<file path="config.mk">
export PLATFORM = sky130hd
export DESIGN_NAME = chunked_body_deframer
export DESIGN_NICKNAME = d
export VERILOG_FILES = /design/src/hw/rtl/cbd_pkg.sv /design/src/hw/rtl/cbd_in_stage.sv /design/src/hw/rtl/cbd_core.sv /design/src/hw/rtl/chunked_body_deframer.sv
export SDC_FILE = /design/constraint.sdc
export NUM_CORES = 1
export LEC_CHECK = 0
export BUFFER_PORTS_ARGS = -buffer_cell sky130_fd_sc_hd__buf_4
export CORE_MARGIN = 2
export CORE_UTILIZATION = 64
export DETAILED_ROUTE_END_ITERATION = 7
export MAX_ROUTING_LAYER = met4
export PLACE_DENSITY = 0.92
export SLEW_MARGIN = 30
export SYNTH_ARGS = -nofsm -noshare
export SYNTH_HDL_FRONTEND = slang
export SYNTH_SLANG_ARGS = --single-unit
</file>
<file path="constraint.sdc">
create_clock -name clk -period 5.08 [get_ports clk]
set_clock_uncertainty 0.15 [all_clocks]
set_input_delay 0.508 -clock clk [delete_from_list [all_inputs] [get_ports clk]]
set_output_delay 0.508 -clock clk [all_outputs]
set_load 0.01 [all_outputs]
</file>
<file path="src/hw/rtl/cbd_pkg.sv">
// Package with the types, codes and helpers of the chunked body deframer.
`timescale 1ns / 1ps

package cbd_pkg;

	// Width of the chunk size accumulator and of the payload down-counter
	localparam int SIZE_WIDTH = 32;

	localparam logic [7:0] CHAR_CR = 8'h0D;
	localparam logic [7:0] CHAR_LF = 8'h0A;

	typedef enum logic [1:0] {
		PH_LINE = 2'd0,
		PH_DATA = 2'd1,
		PH_DONE = 2'd2
	} phase_t;

	typedef enum logic [1:0] {
		K_DATA  = 2'd0,
		K_END   = 2'd1,
		K_BAD   = 2'd2,
		K_TRUNC = 2'd3
	} kind_t;

	typedef struct packed {
		logic [7:0] in_byte;
		logic       link_closed;
	} cbd_in_t;

	typedef struct packed {
		logic [7:0] out_byte;
		kind_t      kind;
	} cbd_out_t;

	typedef struct packed {
		logic       ok;
		logic [3:0] value;
	} hex_digit_t;

	// Decode one ASCII hex digit
	function automatic hex_digit_t hex_decode(input logic [7:0] c);
		hex_digit_t d;
		d.ok    = 1'b0;
		d.value = 4'h0;
		if (c inside {[8'h30:8'h39]}) begin
			d.ok    = 1'b1;
			d.value = 4'(c - 8'h30);
		end else if (c inside {[8'h61:8'h66]}) begin
			d.ok    = 1'b1;
			d.value = 4'(c - 8'h57);
		end else if (c inside {[8'h41:8'h46]}) begin
			d.ok    = 1'b1;
			d.value = 4'(c - 8'h37);
		end
		return d;
	endfunction

endpackage

</file>
<file path="src/hw/rtl/cbd_in_stage.sv">
// Input register stage of the chunked body deframer.
`timescale 1ns / 1ps

module cbd_in_stage
	import cbd_pkg::*;
(
	input  logic    clk,
	input  logic    arst_n,
	input  logic    raw_valid,
	output logic    raw_stall,
	input  cbd_in_t raw_word,
	input  logic    advance,
	output logic    valid_s1,
	output cbd_in_t word_s1
);

	logic take;

	// Hold a word while the core cannot advance it
	assign raw_stall = valid_s1 && !advance;
	assign take      = raw_valid && !raw_stall;

	// Track occupancy of the stage
	always_ff @(posedge clk or negedge arst_n) begin
		if (!arst_n) begin
			valid_s1 <= 1'b0;
		end else if (take) begin
			valid_s1 <= 1'b1;
		end else if (advance) begin
			valid_s1 <= 1'b0;
		end
	end

	// Capture the payload
	always_ff @(posedge clk) begin
		if (take) begin
			word_s1 <= raw_word;
		end
	end

endmodule

</file>
<file path="src/hw/rtl/cbd_core.sv">
// Deframing state machine and result register of the chunked body deframer.
`timescale 1ns / 1ps

module cbd_core
	import cbd_pkg::*;
(
	input  logic     clk,
	input  logic     arst_n,
	input  logic     valid_s1,
	input  cbd_in_t  word_s1,
	output logic     advance,
	output logic     body_valid,
	input  logic     body_stall,
	output cbd_out_t body_word
);

	phase_t                phase_q, phase_d;
	logic [SIZE_WIDTH-1:0] remaining_q, remaining_d;
	logic [SIZE_WIDTH-1:0] accum_q, accum_d;
	logic                  nonempty_q, nonempty_d;
	logic                  cr_q, cr_d;
	logic                  bad_q, bad_d;

	logic                  res_valid;
	cbd_out_t              res;
	logic                  valid_s2;
	cbd_out_t              word_s2;

	logic                  is_cr, is_lf, line_end, overflow;
	hex_digit_t            digit;

	// Decode the current byte
	assign is_cr    = (word_s1.in_byte == CHAR_CR);
	assign is_lf    = (word_s1.in_byte == CHAR_LF);
	assign digit    = hex_decode(word_s1.in_byte);
	assign line_end = cr_q && is_lf;
	assign overflow = (accum_q[SIZE_WIDTH-1 -: 4] != 4'h0);

	// Advance when the result register is free or being drained
	assign advance = valid_s1 && (!valid_s2 || !body_stall);

	// Next state
	always_comb begin
		phase_d     = phase_q;
		remaining_d = remaining_q;
		accum_d     = accum_q;
		nonempty_d  = nonempty_q;
		cr_d        = cr_q;
		bad_d       = bad_q;
		case (phase_q)
			PH_DATA: begin
				if (!word_s1.link_closed) begin
					remaining_d = remaining_q - SIZE_WIDTH'(1);
					if (remaining_q == SIZE_WIDTH'(1)) begin
						phase_d    = PH_LINE;
						accum_d    = '0;
						nonempty_d = 1'b0;
						cr_d       = 1'b0;
						bad_d      = 1'b0;
					end
				end
			end
			PH_LINE: begin
				if (word_s1.link_closed) begin
					phase_d = PH_DONE;
				end else if (line_end) begin
					accum_d    = '0;
					nonempty_d = 1'b0;
					cr_d       = 1'b0;
					bad_d      = 1'b0;
					if (bad_q) begin
						phase_d = PH_DONE;
					end else if (nonempty_q) begin
						if (accum_q == '0) begin
							phase_d = PH_DONE;
						end else begin
							remaining_d = accum_q;
							phase_d     = PH_DATA;
						end
					end
				end else begin
					// A CR not followed by LF spoils the line
					if (cr_q) begin
						bad_d      = 1'b1;
						nonempty_d = 1'b1;
					end
					if (is_cr) begin
						cr_d = 1'b1;
					end else begin
						cr_d       = 1'b0;
						nonempty_d = 1'b1;
						if (!digit.ok || overflow) begin
							bad_d = 1'b1;
						end else begin
							accum_d = {accum_q[SIZE_WIDTH-5:0], digit.value};
						end
					end
				end
			end
			default: begin
			end
		endcase
	end

	// Result of the current byte
	always_comb begin
		res_valid    = 1'b0;
		res.out_byte = 8'h00;
		res.kind     = K_DATA;
		case (phase_q)
			PH_DATA: begin
				if (!word_s1.link_closed) begin
					res_valid    = 1'b1;
					res.out_byte = word_s1.in_byte;
				end
			end
			PH_LINE: begin
				if (word_s1.link_closed) begin
					res_valid = 1'b1;
					res.kind  = K_TRUNC;
				end else if (line_end) begin
					if (bad_q) begin
						res_valid = 1'b1;
						res.kind  = K_BAD;
					end else if (nonempty_q && accum_q == '0) begin
						res_valid = 1'b1;
						res.kind  = K_END;
					end
				end
			end
			default: begin
			end
		endcase
	end

	// Update state and the result register
	always_ff @(posedge clk or negedge arst_n) begin
		if (!arst_n) begin
			phase_q     <= PH_LINE;
			remaining_q <= '0;
			accum_q     <= '0;
			nonempty_q  <= 1'b0;
			cr_q        <= 1'b0;
			bad_q       <= 1'b0;
			valid_s2    <= 1'b0;
		end else begin
			if (advance) begin
				phase_q     <= phase_d;
				remaining_q <= remaining_d;
				accum_q     <= accum_d;
				nonempty_q  <= nonempty_d;
				cr_q        <= cr_d;
				bad_q       <= bad_d;
				valid_s2    <= res_valid;
			end else if (!body_stall) begin
				valid_s2 <= 1'b0;
			end
		end
	end

	// Capture the result payload
	always_ff @(posedge clk) begin
		if (advance && res_valid) begin
			word_s2 <= res;
		end
	end

	assign body_valid = valid_s2;
	assign body_word  = word_s2;

endmodule

</file>
<file path="src/hw/rtl/chunked_body_deframer.sv">
// An accepted byte is held in the input register, then any result in the result register.
// Throughput: one byte per cycle unless body_stall holds; the size line and payload
// state update is one short decode-and-update step between the input and result registers.
// The input stalls only while both the input stage and the result register are full.
// Reset (arst_n low, asynchronous) returns to the size line phase with all counts
// cleared and both stages empty.
`timescale 1ns / 1ps

module chunked_body_deframer
	import cbd_pkg::*;
(
	input  logic     clk,
	input  logic     arst_n,
	input  logic     raw_valid,
	output logic     raw_stall,
	input  cbd_in_t  raw_word,
	output logic     body_valid,
	input  logic     body_stall,
	output cbd_out_t body_word
);

	logic    advance;
	logic    valid_s1;
	cbd_in_t word_s1;

	// Register the incoming word
	cbd_in_stage u_in_stage (
		.clk       (clk),
		.arst_n    (arst_n),
		.raw_valid (raw_valid),
		.raw_stall (raw_stall),
		.raw_word  (raw_word),
		.advance   (advance),
		.valid_s1  (valid_s1),
		.word_s1   (word_s1)
	);

	// Deframe and register the result
	cbd_core u_core (
		.clk        (clk),
		.arst_n     (arst_n),
		.valid_s1   (valid_s1),
		.word_s1    (word_s1),
		.advance    (advance),
		.body_valid (body_valid),
		.body_stall (body_stall),
		.body_word  (body_word)
	);

endmodule

</file>
==> metrics.md, run 1 <==
| Metric | Value |
|---|---|
| Status | `completed` |
| Crit Path Class | `flop to flop` |
| Clk Latency, worst-skew pair | `0.37 ns` |
| Final Critical Period | `3.272 ns` |
| Clock Tree Buf Depth | `2` |
| Synthesized instance count | `507` |
| Grt total ovfl | `0` |
| Layout Nets | `531` |
| Worst relative slew slack | `37.56%` |
| # Max-Cap Violations | `0` |
| RSZ-0062 raised after global routing | `no` |
| Synth cell types | `66` |
| Setup Fix Bufs, Post-CTS | `0` |
| IO Pins | `25` |
| Commonest cells post-synth | `71 x dfrtp_1, 50 x o21ai_0, 46 x nor2_1, 38 x inv_1, 33 x nand4_1` |
| Syn_nets | `526` |
| Vias in the first global route | `3880` |
| Starting Density | `66.49%` |
| Setup Total Neg Slack | `0 ns` |
| Initial antenna violation count | `0` |
| Layout cell share with drive strength beyond 1 | `12.19%` |
| Critical path capture point type | `flop` |
| GP Congestion | `0.9303` |
| Ys Warns | `0` |
| Crit path max fanout | `33` |
| Seq/Total Area, Yosys | `48.41%` |
| FP Rows | `31` |
| Critical Path AT | `3.38 ns` |
| Ys flop type | `dfrtp_1` |
| Tightest Pin Transition | `0.9367 ns` |
| Max-slew violation count | `0` |
| Crit path from | `u_core.remaining_q[8]` |
| Post-synth top area share | `36.65%` |
| Vias/cell | `6.732` |
| Core area | `7292 sq um` |
| Setup violators final | `0` |
| CTS tree | `done` |
| Most common cell in the netlist | `dfrtp_1` |
| Vias | `4147` |
| H-tree Lvls | `3` |
| CTS Hold Bufs | `0` |
| Crit path required time | `5.19 ns` |
| Die footprint | `8288 sq um` |
| Layout area overhead | `8.129%` |
| Hpwl dp | `7.713 mm` |
| Gr usage total | `29.42%` |
| Clock sinks | `90` |
| Number of antenna repair diodes | `0` |
| Synth Cell Area | `4848 sq um` |
| Clk slew on worst S/H paths | `0.10 ns` |
| Hold Path Class | `input port to async pin` |
| Die X-Extent | `91.04 microns` |
| Num CTS Buffers | `9` |
| Final Hold Fails | `0` |
| Die Ht | `91.04 microns` |
| Post-CTS sizing | `0` |
| PD cells | `331.7 nW/um^2` |
| Async set-reset flop share out of synthesis | `78.89%` |
| Post-detailed-routing wire length | `11.37 mm` |
| Initial DRC Count | `489` |
| ANT nets after route | `0` |
| Syn Area/Cell | `9.563 sq um` |
| Highest Clock Rate | `0.3056 GHz` |
| Number of synthesized flops with an enable pin | `19` |
| Fraction of the cycle the final worst path needs | `64.42%` |
| Area leader, netlist | `dfrtp_1` |
| Largest net degree at the start of global routing | `72` |
| DRC violations left | `0` |
| RR Startpoint | `u_core.remaining_q[8]` |
| Clock Tree Root | `clkbuf_8` |
| Static leakage | `2.178 nW` |
| CP startpoint kind | `flop` |
| Drt pass-1 iters | `7` |
| First-pass GRT wire length | `18.77 mm` |
| Worst vdd ir | `252.1 uV` |
| Routed wire per std cell | `18.46 microns` |
| Port bufs | `24` |
| Seq cells post-synth | `90` |
| Largest cells by area after synthesis | `dfrtp_1 37%, edfxtp_1 12%, o21ai_0 5.2%` |
| WHS | `0.07865 ns` |
area by class of cell:
class / instances / area, sq um
Multi-Input combinational cell: 346 / 2208
Sequential cell: 90 / 2347
Fill cell: 516 / 2049
Tap cell: 99 / 123.9
Timing Repair Buffer: 27 / 202.7
Clock inverter: 6 / 90.09
Clock buffer: 10 / 127.6
Inverter: 38 / 142.6
logic make-up after synthesis:
| group | synth area share, % |
|---|---|
| fa+ha+maj | 1.548 |
| compound gates | 20.13 |
| buf+inv | 6.245 |
| xor+xnor | 0.5420 |
| simple gates | 21.55 |
| flops | 48.41 |
| mux | 1.574 |
flip-flops by register name, summed over array words and instances, names as in the netlist:
| register | cells |
|---|---|
| u_core.cr_q | 1 |
| u_core.body_valid | 1 |
| u_core.body_word | 10 |
| u_core.phase_q | 2 |
| u_core.remaining_q | 32 |
| u_in_stage.word_s1 | 9 |
| u_core.nonempty_q | 1 |
| u_in_stage.valid_s1 | 1 |
| u_core.bad_q | 1 |
| u_core.accum_q | 32 |
metrics by stage:
| stage | setup slack [ns] | instance area, sq um | std cells | util, % | total power, mW |
|---|---|---|---|---|---|
| after CTS | 1.901 | 5243 | 616 | 71.89 | 1.732 |
| after global placement | 2.009 | 5020 | 600 | 68.84 | 1.181 |
| after floorplan | 2.571 | 4848 | 507 | - | 1.107 |
| after detailed placement | 1.910 | 5025 | 600 | 68.91 | 1.201 |
| final | 1.808 | 5243 | 616 | 71.89 | 1.739 |
| after global routing | 1.615 | 5243 | 616 | 71.89 | 1.808 |
cells in the final DEF (no fill, tap or decap), drive strengths merged, types with 9 or more instances in the layout:
cell type,n
nand4,34
a22oi,9
nand2,19
and2,12
nor4,16
a21oi,30
inv,39
clkbuf,10
o22a,11
edfxtp,19
o21ai,51
nor2,47
nor3,16
nand3,11
dfrtp,71
buf,27
metal layers:
| layer | track usage, % | vias up | wire length, microns |
|---|---|---|---|
| li1 | - | 1874 | - |
| met1 | 38.97 | 2011 | 4825 |
| met2 | 44.51 | 228 | 5378 |
| met3 | 5.726 | 34 | 871 |
| met4 | 12.88 | 0 | 295 |
| met5 | - | - | 0 |
critical path: stages (launching register included):
cell and delay, ns:
dfrtp_1 0.48, nor4_4 0.36, and4_1 0.41, nand4_2 0.17, a21boi_2 0.18, buf_4 0.33, a21boi_4 0.66, mux2_2 0.41
final timing paths:
| path | slack (ns) | end | cells after the start |
|---|---|---|---|
| setup / recovery | 1.81 | u_core.accum_q[0] | 7 |
| hold / removal | 0.08 | u_core.remaining_q[26] | 1 |
| max in group asynchronous | 4.10 | u_core.accum_q[18] | 1 |
| setup reg to reg | 1.81 | u_core.accum_q[0] | 7 |
| min in group clk | 0.16 | u_in_stage.word_s1[8] | 1 |
| hold reg to reg | 0.38 | u_core.remaining_q[27] | 1 |
power by group:
group | total [mW] | internal, mW | switching [mW]
Combinational | 0.284 | 0.115 | 0.169
Sequential | 0.916 | 0.814 | 0.102
Clock | 0.539 | 0.279 | 0.260
Total | 1.74 | 1.21 | 0.531
Power figures use the tool's default switching activity.
==> run 2, diff against run 1 <==
--- a/config.mk
+++ b/config.mk
@@ -7,10 +7,10 @@
 export LEC_CHECK = 0
 export BUFFER_PORTS_ARGS = -buffer_cell sky130_fd_sc_hd__buf_4
 export CORE_MARGIN = 2
-export CORE_UTILIZATION = 64
+export CORE_UTILIZATION = 55
 export DETAILED_ROUTE_END_ITERATION = 7
 export MAX_ROUTING_LAYER = met4
-export PLACE_DENSITY = 0.92
+export PLACE_DENSITY = 0.85
 export SLEW_MARGIN = 30
 export SYNTH_ARGS = -nofsm -noshare
 export SYNTH_HDL_FRONTEND = slang
==> constraint.sdc (replaced) <==
create_clock -name clk -period 2.7 [get_ports clk]
set_clock_uncertainty 0.15 [all_clocks]
set_input_delay 0.27 -clock clk [delete_from_list [all_inputs] [get_ports clk]]
set_output_delay 0.27 -clock clk [all_outputs]
set_load 0.01 [all_outputs]
==> metrics.md, run 2 (synthesis gave the netlist of run 1 again) <==
| Metric | Value |
|---|---|
| Largest net degree at the start of global routing | `72` |
| Number of antenna repair diodes | `0` |
| Post-detailed-routing wire length | `11.75 mm` |
| Final Critical Period | `2.612 ns` |
| Hold Path Class | `input port to async pin` |
| Vias | `4235` |
| Hpwl dp | `8.106 mm` |
| Critical Path AT | `2.73 ns` |
| Status | `completed` |
| Clk slew on worst S/H paths | `0.09 ns` |
| Gr usage total | `26.35%` |
| Drt pass-1 iters | `5` |
| Initial DRC Count | `385` |
| Starting Density | `56.14%` |
| ANT nets after route | `0` |
| Clock sinks | `90` |
| Crit path required time | `2.81 ns` |
| Max-slew violation count | `0` |
| Core area | `8636 sq um` |
| Layout cell share with drive strength beyond 1 | `15.91%` |
| DRC violations left | `0` |
| RSZ-0062 raised after global routing | `no` |
| FP Rows | `34` |
| Final Hold Fails | `0` |
| CP startpoint kind | `flop` |
| PD cells | `583.0 nW/um^2` |
| Grt total ovfl | `0` |
| Crit Path Class | `flop to flop` |
| Die footprint | `9582 sq um` |
| Crit path max fanout | `43` |
| Initial antenna violation count | `0` |
| Static leakage | `2.348 nW` |
| Most common cell after layout, fill and taps aside | `dfrtp_1` |
| Vias/cell | `6.407` |
| # Max-Cap Violations | `0` |
| Vias in the first global route | `4116` |
| Fraction of the cycle the final worst path needs | `96.73%` |
| Routed wire per std cell | `17.78 microns` |
| Setup violators final | `0` |
| Layout area overhead | `14.68%` |
| Layout Nets | `567` |
| GP Congestion | `0.9018` |
| Worst relative slew slack | `49.35%` |
| Clock Tree Buf Depth | `2` |
| CTS tree | `done` |
| Die Ht | `97.89 microns` |
| Port bufs | `24` |
| WHS | `0.3029 ns` |
| Num CTS Buffers | `9` |
| Die X-Extent | `97.89 microns` |
| First-pass GRT wire length | `19.67 mm` |
| H-tree Lvls | `3` |
| Critical path capture point type | `flop` |
| Highest Clock Rate | `0.3829 GHz` |
| Commonest non-fill, non-tap cells in the layout | `71 x dfrtp_1, 50 x o21ai_0, 48 x buf_4, 44 x nor2_1, 38 x inv_1` |
| Setup Fix Bufs, Post-CTS | `0` |
| Tightest Pin Transition | `0.7580 ns` |
| Clock Tree Root | `clkbuf_8` |
| IO Pins | `25` |
| Clk Latency, worst-skew pair | `0.37 ns` |
| Worst vdd ir | `332.8 uV` |
| R2R cell count | `7` |
| Setup Total Neg Slack | `0 ns` |
## run 2: changes by cell type in the layout (fill, tap and decap cells not counted), sizes merged
cell	before	now
buf	27	51
dlygate4sd3	0	12
clkinv	2	4
bufinv	2	1
clkbuf	10	9
clkinvlp	1	2
inv	39	38
## run 2: metrics by stage
stage          setup WS [ns]  area [sq um]  cells  util, %  power, mW
2_1_floorplan         0.1907          4848    507        -      2.083
3_3_place_gp          0.2236          5236    633    60.63      2.282
3_5_place_dp          0.1525          5236    633    60.63      2.317
4_1_cts               0.1389          5550    661    64.27      3.237
5_1_grt           0.00006439          5560    661    64.39      3.407
6_report             0.08829          5560    661    64.39      3.242
## run 2: final cells by class
class | count | area, sq um
Fill cell | 675 | 3075
Sequential cell | 90 | 2347
Multi-Input combinational cell | 346 | 2210
Timing Repair Buffer | 63 | 531.8
Inverter | 38 | 142.6
Tap cell | 108 | 135.1
Clock buffer | 9 | 123.9
Clock inverter | 7 | 70.07
## run 2: timing repair
| action | in CTS | in global routing |
|---|---|---|
| hold buffers | 12 | 0 |
| hold endpoints to repair | 82 | 0 |
| endpoints found under the setup margin | 0 | 12 |
| resized for setup | 0 | 2 |
## run 2: critical path: stages (launching register included)
cell and delay, ns:
dfrtp_1 0.43, nor4_1 0.45, nand4_1 0.27, o21a_1 0.31
a41oi_2 0.27, buf_12 0.24, nor3_1 0.09, a211oi_1 0.30
## run 2: where the power goes
| part | switching, mW | internal [mW] | total, mW |
|---|---|---|---|
| registers | 0.190 | 1.53 | 1.72 |
| logic | 0.332 | 0.272 | 0.604 |
| clock network | 0.492 | 0.424 | 0.917 |
## run 2: path summary, 6_finish.rpt
path | to | from | slack, ns
min in group clk | u_core.remaining_q[27] | u_core.remaining_q[27] | 0.37
hold reg to reg | u_core.remaining_q[27] | u_core.remaining_q[27] | 0.37
hold / removal | u_core.remaining_q[28] | arst_n | 0.30
max in group asynchronous | u_core.remaining_q[16] | arst_n | 1.64
setup / recovery | u_core.remaining_q[0] | u_core.accum_q[25] | 0.09
setup reg to reg | u_core.remaining_q[0] | u_core.accum_q[25] | 0.09
## run 2: layer usage
layer | GRT usage, % | routed length [microns]
met5 | - | 0
met4 | 8.333 | 231
met3 | 6.299 | 743
met2 | 41.04 | 5800
met1 | 34.37 | 4977
==> run 3, diff against run 2 <==
--- a/config.mk
+++ b/config.mk
@@ -10,7 +10,7 @@
 export CORE_UTILIZATION = 55
 export DETAILED_ROUTE_END_ITERATION = 7
 export MAX_ROUTING_LAYER = met4
-export PLACE_DENSITY = 0.85
+export PLACE_DENSITY = 0.76
 export SLEW_MARGIN = 30
 export SYNTH_ARGS = -nofsm -noshare
 export SYNTH_HDL_FRONTEND = slang
==> metrics.md, run 3 (synthesis gave the netlist of run 1 again) <==
| Metric | Value |
|---|---|
| Final Hold Fails | `0` |
| Clock sinks | `90` |
| IO Pins | `25` |
| Slowest stage delay, CP | `0.49 ns` |
| Final Cell Area | `5680 sq um` |
| Layout area overhead | `17.16%` |
| Worst vdd ir | `376.1 uV` |
| Initial DRC Count | `419` |
| GP Congestion | `0.9271` |
| Worst relative slew slack | `55.25%` |
| Clock Tree Buf Depth | `2` |
| Starting Density | `56.14%` |
| Die Ht | `97.89 microns` |
| Num CTS Buffers | `9` |
| Vias in the first global route | `4134` |
| # Max-Cap Violations | `0` |
| Final worst slack | `0.05592 ns` |
| First-pass GRT wire length | `20.34 mm` |
| Vias/cell | `6.328` |
| Crit path max fanout | `6` |
| Critical path capture point type | `flop` |
| Final Critical Period | `2.644 ns` |
| Crit path required time | `2.80 ns` |
| Clk Latency, worst-skew pair | `0.37 ns` |
| Routed wire per std cell | `18.66 microns` |
| Critical Path AT | `2.74 ns` |
| Final std cells w/o fill | `667` |
| PD cells | `609.1 nW/um^2` |
| DRC violations left | `0` |
| Grt total ovfl | `0` |
| Die footprint | `9582 sq um` |
| Most common cell after layout, fill and taps aside | `dfrtp_1` |
| Port bufs | `24` |
| Static leakage | `2.401 nW` |
| Largest net degree at the start of global routing | `72` |
| Layout cell share with drive strength beyond 1 | `16.99%` |
| Core area | `8636 sq um` |
| Setup WS pre-CTS | `0.1373 ns` |
| Fraction of the cycle the final worst path needs | `97.93%` |
| Post-detailed-routing wire length | `12.45 mm` |
| Drt pass-1 iters | `5` |
| Placed Instances | `634` |
| Number of antenna repair diodes | `0` |
| Clk slew on worst S/H paths | `0.09 ns` |
| Final design utilization | `65.78%` |
| Gr usage total | `27.19%` |
| Critical-path cell list | `inv_1 > ha_1 > o21bai_1 > a2111oi_4 > a31o_2 > nand2_1 > a21boi_4 > mux2_2` |
| Commonest non-fill, non-tap cells in the layout | `71 x dfrtp_1, 51 x buf_4, 50 x o21ai_0, 44 x nor2_1, 38 x inv_1` |
| Vias | `4221` |
| Tightest Pin Transition | `0.6698 ns` |
| CP startpoint kind | `flop` |
| Max-slew violation count | `0` |
| FP Rows | `34` |
| CP max stage cell | `edfxtp_1` |
| ANT nets after route | `0` |
| Initial antenna violation count | `0` |
| CTS tree | `done` |
| Die X-Extent | `97.89 microns` |
| Layout Nets | `573` |
| Highest Clock Rate | `0.3782 GHz` |
| Setup Total Neg Slack | `0 ns` |
| Setup violators final | `0` |
| H-tree Lvls | `3` |
| Hold Path Class | `input port to async pin` |
| Dpl cell area | `5269 sq um` |
| Status | `completed` |
| Clock Tree Root | `clkbuf_8` |
| Crit Path Class | `flop to flop` |
| Hpwl dp | `8.052 mm` |
run 3: critical path, delay by kind of cell, from the launching register on:
| kind | cells | cell delay (ns) |
|---|---|---|
| AO/OA/AOI/OAI | 4 | 0.97 |
| flip-flops | 1 | 0.49 |
| multiplexers | 1 | 0.38 |
| adder cells (fa/ha/maj) | 1 | 0.24 |
| buffers and inverters | 1 | 0.18 |
| AND/OR/NAND/NOR | 1 | 0.12 |
run 3: per-stage QoR:
step	hold slack (ns)	power, mW
finish	0.3173	3.460
global route	0.3739	3.613
CTS	0.3649	3.448
detailed placement	0.2993	2.336
global placement	0.2984	2.303
floorplan	-0.1756	2.083
run 3: path summary, 6_finish.rpt:
path | depth (start not counted) | end | slack [ns] | from
worst max-delay path | 8 | u_core.accum_q[1] | 0.06 | u_in_stage.word_s1[1]
max in group asynchronous | 2 | u_core.accum_q[5] | 1.63 | arst_n
worst max register to register | 8 | u_core.accum_q[1] | 0.06 | u_in_stage.word_s1[1]
worst min-delay path | 2 | u_core.remaining_q[29] | 0.32 | arst_n
min in group clk | 1 | u_core.remaining_q[27] | 0.36 | u_core.remaining_q[27]
worst min register to register | 1 | u_core.remaining_q[27] | 0.36 | u_core.remaining_q[27]
run 3: what timing repair did:
action | 4_1_cts | 5_1_grt
hold buffers | 12 | 0
setup endpoints to repair | 0 | 31
gates resized for setup | 0 | 2
hold endpoints to repair | 82 | 0
buffers inserted | 0 | 5
run 3: layout make-up:
class | instances | area, sq um
clock buffers | 9 | 123.9
clock inverters | 7 | 117.6
fillers | 688 | 2955
inverters | 38 | 142.6
multi-input cells | 346 | 2208
flip-flops and latches | 90 | 2347
well taps | 108 | 135.1
repair buffers | 69 | 605.6
run 3: per-layer routing:
metal,GRT usage [%],share of wire (%),vias up
met5,-,0,-
met4,11.97,3.5,0
met3,4.724,6.4,47
met2,40.52,47,177
met1,36.78,43,2026
li1,-,-,1971
run 3: where the power goes:
group	internal (mW)	total, mW	switching, mW
Clock	0.612	1.11	0.499
Combinational	0.287	0.632	0.345
Sequential	1.53	1.72	0.186
